--- config.mk ---
export PLATFORM = sky130hd
export DESIGN_NAME = braille_cell_drive_sequencer_flat
export DESIGN_NICKNAME = d
export VERILOG_FILES = /design/src/rtl/bcds_pkg.sv /design/src/rtl/bcds_in_if.sv /design/src/rtl/bcds_out_if.sv /design/src/rtl/bcds_ctrl.sv /design/src/rtl/bcds_datapath.sv /design/src/rtl/braille_cell_drive_sequencer.sv /design/src/flat_wrapper.sv
export SDC_FILE = /design/constraint.sdc
export NUM_CORES = 1
export LEC_CHECK = 0
export BUFFER_PORTS_ARGS = -buffer_cell sky130_fd_sc_hd__buf_2
export CORE_AREA = 8 8 171 173
export DETAILED_ROUTE_END_ITERATION = 8
export DIE_AREA = 0 0 179 181
export GPL_ROUTABILITY_DRIVEN = 0
export RECOVER_POWER = 50
export SYNTH_ARGS = -nofsm -noshare
export SYNTH_HDL_FRONTEND = slang
export SYNTH_SLANG_ARGS = --single-unit
--- constraint.sdc ---
create_clock -name i_clk -period 4.25 [get_ports i_clk]
set_clock_uncertainty 0.15 [all_clocks]
set_input_delay 0.2125 -clock i_clk [delete_from_list [all_inputs] [get_ports i_clk]]
set_output_delay 0.2125 -clock i_clk [all_outputs]
set_load 0.03 [all_outputs]
--- src/rtl/bcds_pkg.sv ---
// Shared types and constants of the braille cell drive sequencer.
`default_nettype none

package bcds_pkg;

    localparam int DEF_COLUMN_COUNT = 8;
    localparam int DEF_ROW_COUNT    = 4;

    localparam int CHAN_W      = 36;
    localparam int HOLD_W      = 16;
    localparam int ROW_FIELD_W = 3;
    localparam int COL_FIELD_W = 4;
    localparam int CFG_IDX_W   = 1;
    localparam int CFG_DATA_W  = 16;

    localparam int MAX_FRAME_PAIRS = 4;
    localparam int PAIR_W          = 2;
    localparam int PHASE_W         = 2;

    localparam logic [HOLD_W-1:0] DRIVE_TIME_RESET = 16'd7000;
    localparam logic [HOLD_W-1:0] REST_TIME_RESET  = 16'd4000;

    localparam logic [CFG_IDX_W-1:0] REG_DRIVE_TIME = 1'd0;
    localparam logic [CFG_IDX_W-1:0] REG_REST_TIME  = 1'd1;

    typedef enum logic [1:0] {
        CMD_CLEAR   = 2'd0,
        CMD_WRITE   = 2'd1,
        CMD_READ    = 2'd2,
        CMD_REFRESH = 2'd3
    } t_cmd;

    typedef enum logic [1:0] {
        KIND_ACK   = 2'd0,
        KIND_DOT   = 2'd1,
        KIND_FRAME = 2'd2,
        KIND_ERROR = 2'd3
    } t_kind;

    typedef enum logic [PHASE_W-1:0] {
        PH_DRIVE_LOW  = 2'd0,
        PH_REST_A     = 2'd1,
        PH_DRIVE_HIGH = 2'd2,
        PH_REST_B     = 2'd3
    } t_phase;

    typedef enum logic [2:0] {
        ST_IDLE,
        ST_DECODE,
        ST_RESP,
        ST_FETCH,
        ST_FRAME
    } t_state;

    typedef struct packed {
        logic              rd_en;
        logic              fetch;
        logic              resp_load;
        logic              frame_load;
        logic [PAIR_W-1:0] pair;
        t_phase            phase;
        logic              last;
    } t_dp_cmd;

    typedef struct packed {
        logic is_refresh;
        logic out_free;
    } t_dp_stat;

endpackage

`default_nettype wire

--- src/rtl/bcds_in_if.sv ---
// Command channel of the braille cell drive sequencer.
`default_nettype none

interface bcds_in_if;
    logic                                  valid;
    logic                                  ready;
    bcds_pkg::t_cmd                        cmd;
    logic [bcds_pkg::ROW_FIELD_W-1:0]      dot_row;
    logic [bcds_pkg::COL_FIELD_W-1:0]      dot_col;
    logic                                  dot_on;

    modport source (output valid, cmd, dot_row, dot_col, dot_on, input ready);
    modport sink   (input valid, cmd, dot_row, dot_col, dot_on, output ready);
endinterface

`default_nettype wire

--- src/rtl/bcds_out_if.sv ---
// Result channel of the braille cell drive sequencer.
`default_nettype none

interface bcds_out_if;
    logic                             valid;
    logic                             ready;
    bcds_pkg::t_kind                  result_kind;
    logic                             dot_value;
    logic [bcds_pkg::CHAN_W-1:0]      channel_enable;
    logic [bcds_pkg::CHAN_W-1:0]      channel_level;
    logic [bcds_pkg::HOLD_W-1:0]      hold_time_us;
    logic                             last;

    modport source (output valid, result_kind, dot_value, channel_enable, channel_level,
                    hold_time_us, last, input ready);
    modport sink   (input valid, result_kind, dot_value, channel_enable, channel_level,
                    hold_time_us, last, output ready);
endinterface

`default_nettype wire

--- src/rtl/bcds_ctrl.sv ---
// Controller state machine: command sequencing and refresh frame counting.
`default_nettype none

module bcds_ctrl #(
    parameter int FRAME_PAIRS = bcds_pkg::MAX_FRAME_PAIRS
) (
    input  wire                i_clk,
    input  wire                i_rst_n,
    input  wire                i_in_valid,
    output logic               o_in_ready,
    input  bcds_pkg::t_dp_stat i_stat,
    output bcds_pkg::t_dp_cmd  o_cmd
);

    localparam logic [bcds_pkg::PAIR_W-1:0] LAST_PAIR = bcds_pkg::PAIR_W'(FRAME_PAIRS - 1);

    bcds_pkg::t_state                r_state, n_state;
    logic [bcds_pkg::PAIR_W-1:0]     r_pair, n_pair;
    bcds_pkg::t_phase                r_phase, n_phase;

    always_ff @(posedge i_clk) begin
        if (!i_rst_n) begin
            r_state <= bcds_pkg::ST_IDLE;
            r_pair  <= '0;
            r_phase <= bcds_pkg::PH_DRIVE_LOW;
        end else begin
            r_state <= n_state;
            r_pair  <= n_pair;
            r_phase <= n_phase;
        end
    end

    always_comb begin
        n_state          = r_state;
        n_pair           = r_pair;
        n_phase          = r_phase;
        o_in_ready       = 1'b0;
        o_cmd            = '0;
        o_cmd.pair       = r_pair;
        o_cmd.phase      = r_phase;
        o_cmd.last       = (r_phase == bcds_pkg::PH_REST_B) && (r_pair == LAST_PAIR);
        case (r_state)
            bcds_pkg::ST_IDLE: begin
                o_in_ready = 1'b1;
                if (i_in_valid) begin
                    n_state = bcds_pkg::ST_DECODE;
                end
            end
            bcds_pkg::ST_DECODE: begin
                o_cmd.rd_en = 1'b1;
                n_pair      = '0;
                n_phase     = bcds_pkg::PH_DRIVE_LOW;
                n_state     = i_stat.is_refresh ? bcds_pkg::ST_FETCH : bcds_pkg::ST_RESP;
            end
            bcds_pkg::ST_RESP: begin
                if (i_stat.out_free) begin
                    o_cmd.resp_load = 1'b1;
                    n_state         = bcds_pkg::ST_IDLE;
                end
            end
            bcds_pkg::ST_FETCH: begin
                o_cmd.rd_en = 1'b1;
                o_cmd.fetch = 1'b1;
                n_state     = bcds_pkg::ST_FRAME;
            end
            bcds_pkg::ST_FRAME: begin
                if (i_stat.out_free) begin
                    o_cmd.frame_load = 1'b1;
                    n_phase          = bcds_pkg::t_phase'(r_phase + 2'd1);
                    if (r_phase == bcds_pkg::PH_REST_B) begin
                        if (r_pair == LAST_PAIR) begin
                            n_state = bcds_pkg::ST_IDLE;
                        end else begin
                            n_pair  = r_pair + 1'b1;
                            n_state = bcds_pkg::ST_FETCH;
                        end
                    end
                end
            end
            default: begin
                n_state = bcds_pkg::ST_IDLE;
            end
        endcase
    end

`ifndef NO_ASSERTIONS
    a_pair_range: assert property (@(posedge i_clk) disable iff (!i_rst_n)
        r_pair <= LAST_PAIR)
        else $error("pair counter beyond last pair");
    a_fetch_then_frame: assert property (@(posedge i_clk) disable iff (!i_rst_n)
        (r_state == bcds_pkg::ST_FETCH) |=> (r_state == bcds_pkg::ST_FRAME)
            && (r_phase == bcds_pkg::PH_DRIVE_LOW))
        else $error("frame sequence did not start at first phase");
    a_ready_when_idle: assert property (@(posedge i_clk) disable iff (!i_rst_n)
        o_in_ready |-> (r_state == bcds_pkg::ST_IDLE))
        else $error("command taken outside idle");
`endif

endmodule

`default_nettype wire

--- src/rtl/bcds_datapath.sv ---
// Datapath: dot pattern memory, timing registers, frame build and result register.
`default_nettype none

module bcds_datapath #(
    parameter int COLUMN_COUNT = bcds_pkg::DEF_COLUMN_COUNT,
    parameter int ROW_COUNT    = bcds_pkg::DEF_ROW_COUNT
) (
    input  wire                                i_clk,
    input  wire                                i_rst_n,
    input  wire                                i_capture,
    input  bcds_pkg::t_cmd                     i_in_cmd,
    input  wire [bcds_pkg::ROW_FIELD_W-1:0]    i_in_row,
    input  wire [bcds_pkg::COL_FIELD_W-1:0]    i_in_col,
    input  wire                                i_in_on,
    input  wire                                i_cfg_we,
    input  wire [bcds_pkg::CFG_IDX_W-1:0]      i_cfg_idx,
    input  wire [bcds_pkg::CFG_DATA_W-1:0]     i_cfg_data,
    input  bcds_pkg::t_dp_cmd                  i_cmd,
    output bcds_pkg::t_dp_stat                 o_stat,
    bcds_out_if.source                         o_res
);

    localparam int COL_IW   = $clog2(COLUMN_COUNT);
    localparam int ROW_IW   = (ROW_COUNT > 1) ? $clog2(ROW_COUNT) : 1;
    localparam int PWORD_W  = 2 * ROW_COUNT;
    localparam int BASE_W   = $clog2(2 * ROW_COUNT * bcds_pkg::MAX_FRAME_PAIRS);
    localparam int CH_IW    = $clog2(COLUMN_COUNT * ROW_COUNT + bcds_pkg::MAX_FRAME_PAIRS);
    localparam int CHAN_W   = bcds_pkg::CHAN_W;
    localparam int HOLD_W   = bcds_pkg::HOLD_W;

    // captured command
    bcds_pkg::t_cmd                     r_cmd;
    logic [bcds_pkg::ROW_FIELD_W-1:0]   r_row;
    logic [bcds_pkg::COL_FIELD_W-1:0]   r_col;
    logic                               r_on;

    logic [HOLD_W-1:0]                  r_drive_time;
    logic [HOLD_W-1:0]                  r_rest_time;

    logic [ROW_COUNT-1:0]               r_mem [COLUMN_COUNT];
    logic [COLUMN_COUNT-1:0]            r_valid;
    logic [ROW_COUNT-1:0]               r_rd_a;
    logic [ROW_COUNT-1:0]               r_rd_b;
    logic                               r_b_ok;

    logic                               r_out_valid;
    bcds_pkg::t_kind                    r_kind;
    logic                               r_dot;
    logic [CHAN_W-1:0]                  r_en;
    logic [CHAN_W-1:0]                  r_lv;
    logic [HOLD_W-1:0]                  r_hold;
    logic                               r_last;

    logic                               row_ok;
    logic                               col_ok;
    logic [COL_IW-1:0]                  col_idx;
    logic [COL_IW-1:0]                  a_idx;
    logic [COL_IW:0]                    b_wide;
    logic [COL_IW-1:0]                  b_idx;
    logic                               b_ok;
    logic                               wr_en;
    logic                               clr_en;
    logic [ROW_COUNT-1:0]               row_mask;
    logic [ROW_COUNT-1:0]               wr_word;
    logic                               load;

    bcds_pkg::t_kind                    n_kind;
    logic                               n_dot;
    logic [CHAN_W-1:0]                  n_en;
    logic [CHAN_W-1:0]                  n_lv;
    logic [HOLD_W-1:0]                  n_hold;
    logic                               n_last;

    logic [PWORD_W-1:0]                 raised;
    logic [PWORD_W-1:0]                 lowered;
    logic [PWORD_W-1:0]                 exists;
    logic [BASE_W-1:0]                  base;
    logic [CH_IW-1:0]                   common_ch;
    logic [CHAN_W-1:0]                  common_bit;
    logic [CHAN_W-1:0]                  raised_ch;
    logic [CHAN_W-1:0]                  lowered_ch;

    always_ff @(posedge i_clk) begin
        if (i_capture) begin
            r_cmd <= i_in_cmd;
            r_row <= i_in_row;
            r_col <= i_in_col;
            r_on  <= i_in_on;
        end
    end

    always_ff @(posedge i_clk) begin
        if (!i_rst_n) begin
            r_drive_time <= bcds_pkg::DRIVE_TIME_RESET;
            r_rest_time  <= bcds_pkg::REST_TIME_RESET;
        end else if (i_cfg_we) begin
            case (i_cfg_idx)
                bcds_pkg::REG_DRIVE_TIME: r_drive_time <= i_cfg_data;
                bcds_pkg::REG_REST_TIME:  r_rest_time  <= i_cfg_data;
                default: begin
                end
            endcase
        end
    end

    assign row_ok  = 4'(r_row) < 4'(ROW_COUNT);
    assign col_ok  = 5'(r_col) < 5'(COLUMN_COUNT);
    assign col_idx = r_col[COL_IW-1:0];
    assign a_idx   = i_cmd.fetch ? COL_IW'({i_cmd.pair, 1'b0}) : col_idx;
    assign b_wide  = (COL_IW + 1)'({i_cmd.pair, 1'b1});
    assign b_idx   = b_wide[COL_IW-1:0];
    assign b_ok    = b_wide < (COL_IW + 1)'(COLUMN_COUNT);

    assign wr_en    = i_cmd.resp_load && (r_cmd == bcds_pkg::CMD_WRITE) && row_ok && col_ok;
    assign clr_en   = i_cmd.resp_load && (r_cmd == bcds_pkg::CMD_CLEAR);
    assign row_mask = ROW_COUNT'(1) << r_row[ROW_IW-1:0];
    assign wr_word  = r_on ? (r_rd_a | row_mask) : (r_rd_a & ~row_mask);

    // entries not written since reset or clear read as all dots lowered
    always_ff @(posedge i_clk) begin
        if (!i_rst_n || clr_en) begin
            r_valid <= '0;
        end else if (wr_en) begin
            r_valid[col_idx] <= 1'b1;
        end
    end

    always_ff @(posedge i_clk) begin
        if (wr_en) begin
            r_mem[col_idx] <= wr_word;
        end
    end

    always_ff @(posedge i_clk) begin
        if (i_cmd.rd_en) begin
            r_rd_a <= r_valid[a_idx] ? r_mem[a_idx] : '0;
            r_rd_b <= (b_ok && r_valid[b_idx]) ? r_mem[b_idx] : '0;
            r_b_ok <= b_ok;
        end
    end

    // frame build for the current column pair
    assign raised     = {r_rd_b, r_rd_a};
    assign exists     = {{ROW_COUNT{r_b_ok}}, {ROW_COUNT{1'b1}}};
    assign lowered    = ~raised & exists;
    assign base       = BASE_W'(i_cmd.pair) * BASE_W'(2 * ROW_COUNT);
    assign common_ch  = CH_IW'(COLUMN_COUNT * ROW_COUNT) + CH_IW'(i_cmd.pair);
    assign common_bit = CHAN_W'(1) << common_ch;
    assign raised_ch  = CHAN_W'(raised) << base;
    assign lowered_ch = CHAN_W'(lowered) << base;

    always_comb begin
        n_kind = bcds_pkg::KIND_ACK;
        n_dot  = 1'b0;
        n_en   = '0;
        n_lv   = '0;
        n_hold = '0;
        n_last = 1'b1;
        if (i_cmd.frame_load) begin
            n_kind = bcds_pkg::KIND_FRAME;
            n_last = i_cmd.last;
            case (i_cmd.phase)
                bcds_pkg::PH_DRIVE_LOW: begin
                    n_en   = common_bit | raised_ch;
                    n_lv   = raised_ch;
                    n_hold = r_drive_time;
                end
                bcds_pkg::PH_DRIVE_HIGH: begin
                    n_en   = common_bit | lowered_ch;
                    n_lv   = common_bit;
                    n_hold = r_drive_time;
                end
                default: begin
                    n_hold = r_rest_time;
                end
            endcase
        end else begin
            case (r_cmd)
                bcds_pkg::CMD_WRITE: begin
                    n_kind = (row_ok && col_ok) ? bcds_pkg::KIND_ACK : bcds_pkg::KIND_ERROR;
                end
                bcds_pkg::CMD_READ: begin
                    if (row_ok && col_ok) begin
                        n_kind = bcds_pkg::KIND_DOT;
                        n_dot  = r_rd_a[r_row[ROW_IW-1:0]];
                    end else begin
                        n_kind = bcds_pkg::KIND_ERROR;
                    end
                end
                default: begin
                    n_kind = bcds_pkg::KIND_ACK;
                end
            endcase
        end
    end

    assign load = i_cmd.resp_load || i_cmd.frame_load;

    always_ff @(posedge i_clk) begin
        if (!i_rst_n) begin
            r_out_valid <= 1'b0;
        end else if (load) begin
            r_out_valid <= 1'b1;
        end else if (o_res.ready) begin
            r_out_valid <= 1'b0;
        end
    end

    always_ff @(posedge i_clk) begin
        if (load) begin
            r_kind <= n_kind;
            r_dot  <= n_dot;
            r_en   <= n_en;
            r_lv   <= n_lv;
            r_hold <= n_hold;
            r_last <= n_last;
        end
    end

    assign o_res.valid          = r_out_valid;
    assign o_res.result_kind    = r_kind;
    assign o_res.dot_value      = r_dot;
    assign o_res.channel_enable = r_en;
    assign o_res.channel_level  = r_lv;
    assign o_res.hold_time_us   = r_hold;
    assign o_res.last           = r_last;

    assign o_stat.is_refresh = (r_cmd == bcds_pkg::CMD_REFRESH);
    assign o_stat.out_free   = !r_out_valid || o_res.ready;

`ifndef NO_ASSERTIONS
    a_no_overwrite: assert property (@(posedge i_clk) disable iff (!i_rst_n)
        load |-> (!r_out_valid || o_res.ready))
        else $error("result register loaded while a result is pending");
    a_single_load: assert property (@(posedge i_clk) disable iff (!i_rst_n)
        !(i_cmd.resp_load && i_cmd.frame_load))
        else $error("response and frame loaded together");
    a_last_frame_phase: assert property (@(posedge i_clk) disable iff (!i_rst_n)
        (i_cmd.frame_load && i_cmd.last) |-> (i_cmd.phase == bcds_pkg::PH_REST_B))
        else $error("last frame not at final phase");
    a_write_in_range: assert property (@(posedge i_clk) disable iff (!i_rst_n)
        wr_en |=> $past(5'(r_col)) < 5'(COLUMN_COUNT))
        else $error("pattern write outside column range");
`endif

endmodule

`default_nettype wire

--- src/rtl/braille_cell_drive_sequencer.sv ---
// Braille cell drive sequencer: dot pattern store and H-bridge refresh frame sequencer.
//
// Commands arrive one at a time on i_cmd and each gives one or more transfers on o_res,
// the final one marked by last. A command is taken only when the previous one has
// finished its work; its results leave through a single output register, so the next
// command may be taken while the last result still waits. Clear, write and read go
// from transfer to result register through capture, a registered pattern read and the
// response, which waits while the output is stalled. Refresh decodes, then for each
// column pair reads both columns through the pattern memory's registered read ports
// and gives its four frames, each waiting while the output is stalled. Hold times come
// from the two timing registers, written through i_cfg_we/i_cfg_idx/i_cfg_data. Reset
// and clear lower every dot at once.
`default_nettype none

module braille_cell_drive_sequencer #(
    parameter int COLUMN_COUNT = bcds_pkg::DEF_COLUMN_COUNT,
    parameter int ROW_COUNT    = bcds_pkg::DEF_ROW_COUNT
) (
    input  wire                                i_clk,
    input  wire                                i_rst_n,
    bcds_in_if.sink                            i_cmd,
    bcds_out_if.source                         o_res,
    input  wire                                i_cfg_we,
    input  wire [bcds_pkg::CFG_IDX_W-1:0]      i_cfg_idx,
    input  wire [bcds_pkg::CFG_DATA_W-1:0]     i_cfg_data
);

    localparam int PAIRS       = (COLUMN_COUNT + 1) / 2;
    localparam int FRAME_PAIRS = (PAIRS > bcds_pkg::MAX_FRAME_PAIRS) ?
                                 bcds_pkg::MAX_FRAME_PAIRS : PAIRS;

    logic               w_in_ready;
    bcds_pkg::t_dp_cmd  w_cmd;
    bcds_pkg::t_dp_stat w_stat;

    assign i_cmd.ready = w_in_ready;

    bcds_ctrl #(
        .FRAME_PAIRS (FRAME_PAIRS)
    ) u_ctrl (
        .i_clk      (i_clk),
        .i_rst_n    (i_rst_n),
        .i_in_valid (i_cmd.valid),
        .o_in_ready (w_in_ready),
        .i_stat     (w_stat),
        .o_cmd      (w_cmd)
    );

    bcds_datapath #(
        .COLUMN_COUNT (COLUMN_COUNT),
        .ROW_COUNT    (ROW_COUNT)
    ) u_datapath (
        .i_clk      (i_clk),
        .i_rst_n    (i_rst_n),
        .i_capture  (i_cmd.valid && w_in_ready),
        .i_in_cmd   (i_cmd.cmd),
        .i_in_row   (i_cmd.dot_row),
        .i_in_col   (i_cmd.dot_col),
        .i_in_on    (i_cmd.dot_on),
        .i_cfg_we   (i_cfg_we),
        .i_cfg_idx  (i_cfg_idx),
        .i_cfg_data (i_cfg_data),
        .i_cmd      (w_cmd),
        .o_stat     (w_stat),
        .o_res      (o_res)
    );

endmodule

`default_nettype wire
--- src/flat_wrapper.sv ---
// flat-port wrapper written by rule: the top's interface ports become plain ports
module braille_cell_drive_sequencer_flat 
#(
    parameter int COLUMN_COUNT = bcds_pkg::DEF_COLUMN_COUNT,
    parameter int ROW_COUNT    = bcds_pkg::DEF_ROW_COUNT
)
  (i_clk, i_rst_n, i_cfg_we, i_cfg_idx, i_cfg_data, i_cmd_valid, i_cmd_cmd, i_cmd_dot_row, i_cmd_dot_col, i_cmd_dot_on, i_cmd_ready, o_res_valid, o_res_result_kind, o_res_dot_value, o_res_channel_enable, o_res_channel_level, o_res_hold_time_us, o_res_last, o_res_ready);
  bcds_in_if i_cmd_i ();
  bcds_out_if o_res_i ();
  input  wire i_clk;
  input  wire i_rst_n;
  input  wire i_cfg_we;
  input  wire [bcds_pkg::CFG_IDX_W-1:0] i_cfg_idx;
  input  wire [bcds_pkg::CFG_DATA_W-1:0] i_cfg_data;
  input wire logic [$bits(i_cmd_i.valid)-1:0] i_cmd_valid;
  input wire logic [$bits(i_cmd_i.cmd)-1:0] i_cmd_cmd;
  input wire logic [$bits(i_cmd_i.dot_row)-1:0] i_cmd_dot_row;
  input wire logic [$bits(i_cmd_i.dot_col)-1:0] i_cmd_dot_col;
  input wire logic [$bits(i_cmd_i.dot_on)-1:0] i_cmd_dot_on;
  output wire logic [$bits(i_cmd_i.ready)-1:0] i_cmd_ready;
  output wire logic [$bits(o_res_i.valid)-1:0] o_res_valid;
  output wire logic [$bits(o_res_i.result_kind)-1:0] o_res_result_kind;
  output wire logic [$bits(o_res_i.dot_value)-1:0] o_res_dot_value;
  output wire logic [$bits(o_res_i.channel_enable)-1:0] o_res_channel_enable;
  output wire logic [$bits(o_res_i.channel_level)-1:0] o_res_channel_level;
  output wire logic [$bits(o_res_i.hold_time_us)-1:0] o_res_hold_time_us;
  output wire logic [$bits(o_res_i.last)-1:0] o_res_last;
  input wire logic [$bits(o_res_i.ready)-1:0] o_res_ready;
  assign i_cmd_i.valid = i_cmd_valid;
  assign i_cmd_i.cmd = i_cmd_cmd;
  assign i_cmd_i.dot_row = i_cmd_dot_row;
  assign i_cmd_i.dot_col = i_cmd_dot_col;
  assign i_cmd_i.dot_on = i_cmd_dot_on;
  assign i_cmd_ready = i_cmd_i.ready;
  assign o_res_valid = o_res_i.valid;
  assign o_res_result_kind = o_res_i.result_kind;
  assign o_res_dot_value = o_res_i.dot_value;
  assign o_res_channel_enable = o_res_i.channel_enable;
  assign o_res_channel_level = o_res_i.channel_level;
  assign o_res_hold_time_us = o_res_i.hold_time_us;
  assign o_res_last = o_res_i.last;
  assign o_res_i.ready = o_res_ready;
  braille_cell_drive_sequencer #(.COLUMN_COUNT(COLUMN_COUNT), .ROW_COUNT(ROW_COUNT)) u_core (.i_clk(i_clk), .i_rst_n(i_rst_n), .i_cmd(i_cmd_i), .o_res(o_res_i), .i_cfg_we(i_cfg_we), .i_cfg_idx(i_cfg_idx), .i_cfg_data(i_cfg_data));
endmodule
==> results of run 1 <==
-- layout make-up --
class	count	area (sq um)	share of cell area
clock inverters	15	145.1	0.01521
clock buffers	17	425.4	0.04457
inverters	10	37.54	0.003932
repair buffers	156	808.3	0.08468
flip-flops and latches	190	5225	0.5474
well taps	341	426.7	0.04470
multi-input cells	400	2477	0.2595
-- report_power, final --
group	total, uW	leakage, uW	switching (uW)	internal [uW]
Sequential	2100	0.00174	45.1	2060
Combinational	291	0.00132	199	92.3
Clock	1520	0.000282	742	779
Total	3920	0.00334	986	2930
-- flip-flops by register name (all words and copies together) (netlist names) --
signal                                  count
u_core.u_ctrl.r_pair                        2
u_core.u_ctrl.r_phase                       2
u_core.u_ctrl.r_state                       3
u_core.u_datapath.o_res.channel_enable     36
u_core.u_datapath.o_res.channel_level      36
u_core.u_datapath.o_res.dot_value           1
u_core.u_datapath.o_res.hold_time_us       16
u_core.u_datapath.o_res.last                1
u_core.u_datapath.o_res.result_kind         2
u_core.u_datapath.o_res.valid               1
u_core.u_datapath.r_cmd                     2
u_core.u_datapath.r_col                     4
u_core.u_datapath.r_drive_time             16
u_core.u_datapath.r_mem                    32
u_core.u_datapath.r_on                      1
u_core.u_datapath.r_rd_a                    4
u_core.u_datapath.r_rd_b                    4
u_core.u_datapath.r_rest_time              16
u_core.u_datapath.r_row                     3
u_core.u_datapath.r_valid                   8
-- path summary, 6_finish.rpt --
path | to | startpoint | cells past startpoint | slack [ns]
hold / removal | u_core.u_datapath.o_res.valid | o_res_ready | 3 | 0.09
hold reg to reg | u_core.u_datapath.r_drive_time[7] | u_core.u_datapath.r_drive_time[7] | 2 | 0.32
setup / recovery | u_core.u_datapath.o_res.channel_level[21] | u_core.u_ctrl.r_state[2] | 5 | 1.44
setup reg to reg | u_core.u_datapath.o_res.channel_level[21] | u_core.u_ctrl.r_state[2] | 5 | 1.44
-- per-layer routing --
| metal | GRT usage | up-vias | wire length, um |
|---|---|---|---|
| li1 | - | 2518 | - |
| met1 | 0.1474 | 2412 | 8350 |
| met5 | 0 | - | 0 |
| met3 | 0.02419 | 23 | 1246 |
| met4 | 0.04300 | 0 | 296 |
| met2 | 0.1718 | 148 | 8306 |
-- cells in the final DEF, fill, tap and decap left out, drive strengths merged, types with 22 or more instances in the layout --
master	instances
buf	28
clkbuf	119
a21boi	22
nor2	51
a21oi	26
dfxtp	48
edfxtp	142
and2	41
dlygate4sd3	26
nand2	109
-- per-stage QoR --
step | total power [uW] | util
2_1_floorplan | 2326 | -
3_3_place_gp | 2429 | 0.3337
3_5_place_dp | 2432 | 0.3337
4_1_cts | 3960 | 0.3650
5_1_grt | 4056 | 0.3602
6_report | 3916 | 0.3602
-- logic make-up after synthesis --
group | share of synthesized area
AOI/OAI and AO/OA | 0.07876
xor gates and xnor gates | 0.008929
adders and majority gates | 0.01754
buffers and inverters | 0.01945
DFF | 0.6658
muxes | 0.04321
and+or+nand+nor | 0.1663
-- critical path, delay by kind of cell, from the launching register on --
family                 cells  cell delay (ns)
flip-flops                 1             0.58
buffers and inverters      2             0.57
AND/OR/NAND/NOR            3             1.16
==> flow_summary_export.csv, run 1 <==
group,metric,value,unit
die,dieArea,32400,sq um
route,final_antenna_net_count,0,
run,cap_violations,0,
synthesis,synth_cells,629,
synthesis,synth.yosys.warnings,0,
global_route,grt_max_degree,45,
clocking,cts_resized,0,
synthesis,synth_largest_area_cell,"edfxtp_1",
synthesis,ys_seq_elements,190,
critical_path,path_cells,"or3b_1, or2_1, buf_4, nand2b_4, buf_4",
critical_path,critPathMaxStageDelay,0.58,ns
sta,setup_viol,0,
synthesis,netlist_area,7848,sq um
critical_path,cp-end-kind,"register",
global_route,antenna_found_initial,0,
synthesis,ys_types,50,
die,core-area,26500,sq um
global_route,grt_pass1_vias,4989,
power_and_ir_drop,peakVddDrop,272.4,uV
synthesis,ys_seq_area_frac,0.6658,
placement,dp.cells,1071,
route,drt_pass1_iterations,5,
critical_path,slowest_stage,"dfxtp_1",
power_and_ir_drop,p_leak,0.003338,uW
route,totalWireLength,18200,um
synthesis,netlist.area_leader.share,0.5434,
clocking,cts.sinks,190,
synthesis,synthFlopType,"edfxtp_1",
synthesis,synth.area.top_cells,"edfxtp_1 54%, dfxtp_1 12%, nand2_1 5.2%",
clocking,cts_tree,"yes",
critical_path,path_class,"reg2reg",
synthesis,synth.most_common_cell,"edfxtp_1",
die,die_h,181,um
placement,dp.final_hpwl,12780,um
clocking,clock_latency,0.43,ns
route,drcViolationCount,0,
sta,max_slew_margin,0.1880,
power_and_ir_drop,p_per_area,410.2,nW/um^2
die,row_count,60,
clocking,cts_max_path_buffers,2,
clocking,cts-root-buf,"clkbuf_16",
route,viasPerCell,4.518,
critical_path,critPathMaxFanout,44,
synthesis,syn-num-nets,672,
layout,area_growth,21.64,%
global_route,grt_pass1_wl,28080,um
clocking,path_clk_slew,0.07,ns
sta,final.setup.tns,0,ns
layout,drive_above_1_share,0.1066,
placement,portBuffers,125,
layout,nets,818,
worst_hold_path,hp-class,"in2reg",
layout,design_area,9545,sq um
route,wl_per_cell,16.12,um
layout,num_antenna_cells,0,
sta,finalCritPeriodShare,0.6605,
die,dieWidth,179,um
placement,dp_slack,1.442,ns
sta,period_needed,2.807,ns
sta,worst_slew_pin_slew,1.218,ns
layout,fin_cells,1129,
global_route,grt_usage,0.1106,
die,initial_core_util,0.2961,
synthesis,synth_commonest_cells,"142 x edfxtp_1, 109 x nand2_1, 50 x nor2_1",
route,via_count,5101,
placement,placed_area,8842,sq um
sta,fmax,356.2,MHz
die,ioPinCount,126,
sta,slew_violations,0,
route,drt-initial-drc-count,357,
critical_path,critPathRequiredTime,4.23,ns
critical_path,cpMostUsedCell,"buf_4",
clocking,numCtsBuffers,17,
outcome,status,"finished clean",
synthesis,synth_edf_count,142,
global_route,grt-ovfl-total,0,
layout,fill_cells,2651,
clocking,h-tree-depth,4,
critical_path,worstSetupStartpointType,"register",
critical_path,arrival,2.79,ns
clocking,hold_buffers,26,
synthesis,async_reset_ff_frac,0,
sta,rsz0062_at_grt,"no",
clocking,cts_setup_buffers,0,
sta,hold_violations,0,
sta,setup_ws,1.443,ns
sta,holdWs,0.09331,ns
synthesis,synth.avg_cell_area,12.48,sq um
No activity file was read; power rests on OpenSTA's default activity.
==> run 2: changes to the inputs <==
- clock period: 4.25 -> 2.27 ns (I/O delays scaled with it)
==> run 2 against run 1 <==
Sequential power grew 87%; routed wire length grew 4.3%; combinational power grew 100%; via count grew 3.1%; critical endpoint is now u_core.u_datapath.r_rd_a[1]; utilization grew 0.78 points; setup slack lost 1.3 ns; non-clock buffer count grew 24; sequential cell count is the same; die area is the same.
==> flow_summary_export.csv, run 2 (synthesis results as in run 1) <==
group,metric,value,unit
layout,drive_above_1_share,0.1355,
sta,worst_slew_pin_slew,1.042,ns
outcome,status,"finished clean",
placement,dp.final_hpwl,13600,um
route,drt-initial-drc-count,373,
clocking,path_clk_slew,0.07,ns
critical_path,arrival,2.30,ns
global_route,antenna_found_initial,0,
placement,dp_slack,0.1228,ns
clocking,cts_max_path_buffers,2,
worst_hold_path,min_path_cells,3,
clocking,h-tree-depth,4,
layout,fill_cells,2644,
worst_hold_path,min_to,"u_core.u_datapath.o_res.valid",
placement,portBuffers,125,
layout,area_growth,24.28,%
power_and_ir_drop,netSwitchingPower,1841,uW
global_route,grt_usage,0.1156,
critical_path,r2r-start,"u_core.u_ctrl.r_state[0]",
sta,hold_violations,0,
clocking,cts-root-buf,"clkbuf_16",
global_route,grt_pass1_vias,5226,
critical_path,path_class,"reg2reg",
layout,layout_common_cells,"142 x edfxtp_1, 109 x nand2_1, 105 x clkbuf_1",
worst_hold_path,worstHoldStart,"o_res_ready",
critical_path,reg2reg_depth,5,
sta,setup_viol,0,
power_and_ir_drop,comb_power_share,0.081,
route,viasPerCell,4.563,
die,dieArea,32400,sq um
route,wl_per_cell,16.47,um
sta,rsz0062_at_grt,"yes",
route,totalWireLength,18990,um
critical_path,critPathLaunch,"u_core.u_ctrl.r_state[0]",
critical_path,critPathMaxFanout,10,
power_and_ir_drop,sw_frac_of_total,0.2508,
power_and_ir_drop,p_per_area,752.8,nW/um^2
global_route,grt_pass1_wl,29260,um
layout,nets,842,
clocking,clock_latency,0.43,ns
sta,finalCritPeriodShare,0.9506,
run,cap_violations,0,
die,dieWidth,179,um
power_and_ir_drop,peakVddDrop,508.3,uV
route,final_antenna_net_count,0,
clocking,cts.sinks,190,
route,via_count,5261,
die,ioPinCount,126,
power_and_ir_drop,pwr-share-seq,0.534,
route,drcViolationCount,0,
layout,final_common_cell,"edfxtp_1",
global_route,grt_max_degree,41,
sta,setup_ws,0.1122,ns
critical_path,regToRegSetupSlack,0.11,ns
power_and_ir_drop,clockPowerShare,0.385,
critical_path,worstSetupStartpointType,"register",
critical_path,critPathRequiredTime,2.41,ns
sta,final.setup.tns,0,ns
die,die_h,181,um
worst_hold_path,hp-class,"in2reg",
layout,num_antenna_cells,0,
critical_path,worstReg2RegEnd,"u_core.u_datapath.r_rd_a[1]",
critical_path,cp-end-kind,"register",
sta,fmax,463.4,MHz
die,initial_core_util,0.2961,
sta,max_slew_margin,0.3051,
sta,period_needed,2.158,ns
power_and_ir_drop,p_int,5501,uW
sta,slew_violations,0,
global_route,grt-ovfl-total,0,
power_and_ir_drop,p_leak,0.003455,uW
clocking,numCtsBuffers,17,
route,drt_pass1_iterations,4,
clocking,cts_setup_buffers,0,
die,row_count,60,
die,core-area,26500,sq um
clocking,cts_tree,"yes",
power_and_ir_drop,total_power,7342,uW
[run 2: power groups by stage]
stage               Combinational (uW)  Sequential (uW)  Clock (uW)
floorplan                          263             4090           0
global placement                   580             4000           0
detailed placement                 587             4000           0
CTS                                625             3920        2900
global route                       646             3940        3010
finish                             593             3920        2820
[run 2: area by class of cell]
cell class              instances  area [sq um]  area share
flip-flops and latches        190          5230      0.5362
clock buffers                  19         432.9     0.04439
clock inverters                13         125.1     0.01283
inverters                      10         37.54    0.003849
multi-input cells             400          2496      0.2559
repair buffers                180          1005      0.1030
well taps                     341         426.7     0.04375
[run 2: how the worst max path moves through the flow]
stage / endpoint / slack, ns / cells past startpoint
final: u_core.u_datapath.r_rd_a[1] / 0.11 / 5
after floorplan: u_core.u_datapath.o_res.channel_enable[0] / -0.02 / 4
after global routing: u_core.u_datapath.r_mem[2][0] / -0.004 / 4
after global placement: u_core.u_datapath.r_mem[2][2] / 0.18 / 4
after CTS: u_core.u_datapath.r_rd_a[1] / 0.11 / 5
after detailed placement: u_core.u_datapath.r_mem[6][1] / 0.12 / 4
[run 2: metrics by stage]
step	std cells	hold slack [ns]	util	cell area (sq um)
2_1_floorplan	629	0.06237	-	7875
3_3_place_gp	1094	0.1417	0.3417	9056
3_5_place_dp	1094	0.1420	0.3417	9056
4_1_cts	1153	0.003580	0.3730	9884
5_1_grt	1153	0.03040	0.3680	9753
6_report	1153	0.01858	0.3680	9753
[run 2: per-layer routing]
layer  track usage  vias to the layer above  part of all wire
met2        0.1880                      135              0.47
met3       0.03128                       21             0.066
li1              -                     2572                 -
met5             0                        -                 0
met1        0.1420                     2533              0.44
met4       0.04763                        0             0.020
[run 2: repair_timing]
action | 4_1_cts | 5_1_grt
hold endpoints to repair | 43 | 0
resized for setup | 0 | 3
endpoints found under the setup margin | 0 | 23
hold buffers | 27 | 0
[run 2: worst max-delay path, stage by stage, from the launching register on]
cell and delay (ns):
dfxtp_1 0.49, nand3b_4 0.20, mux2i_4 0.45, nor2_1 0.10, a32oi_1 0.42, o21a_1 0.21
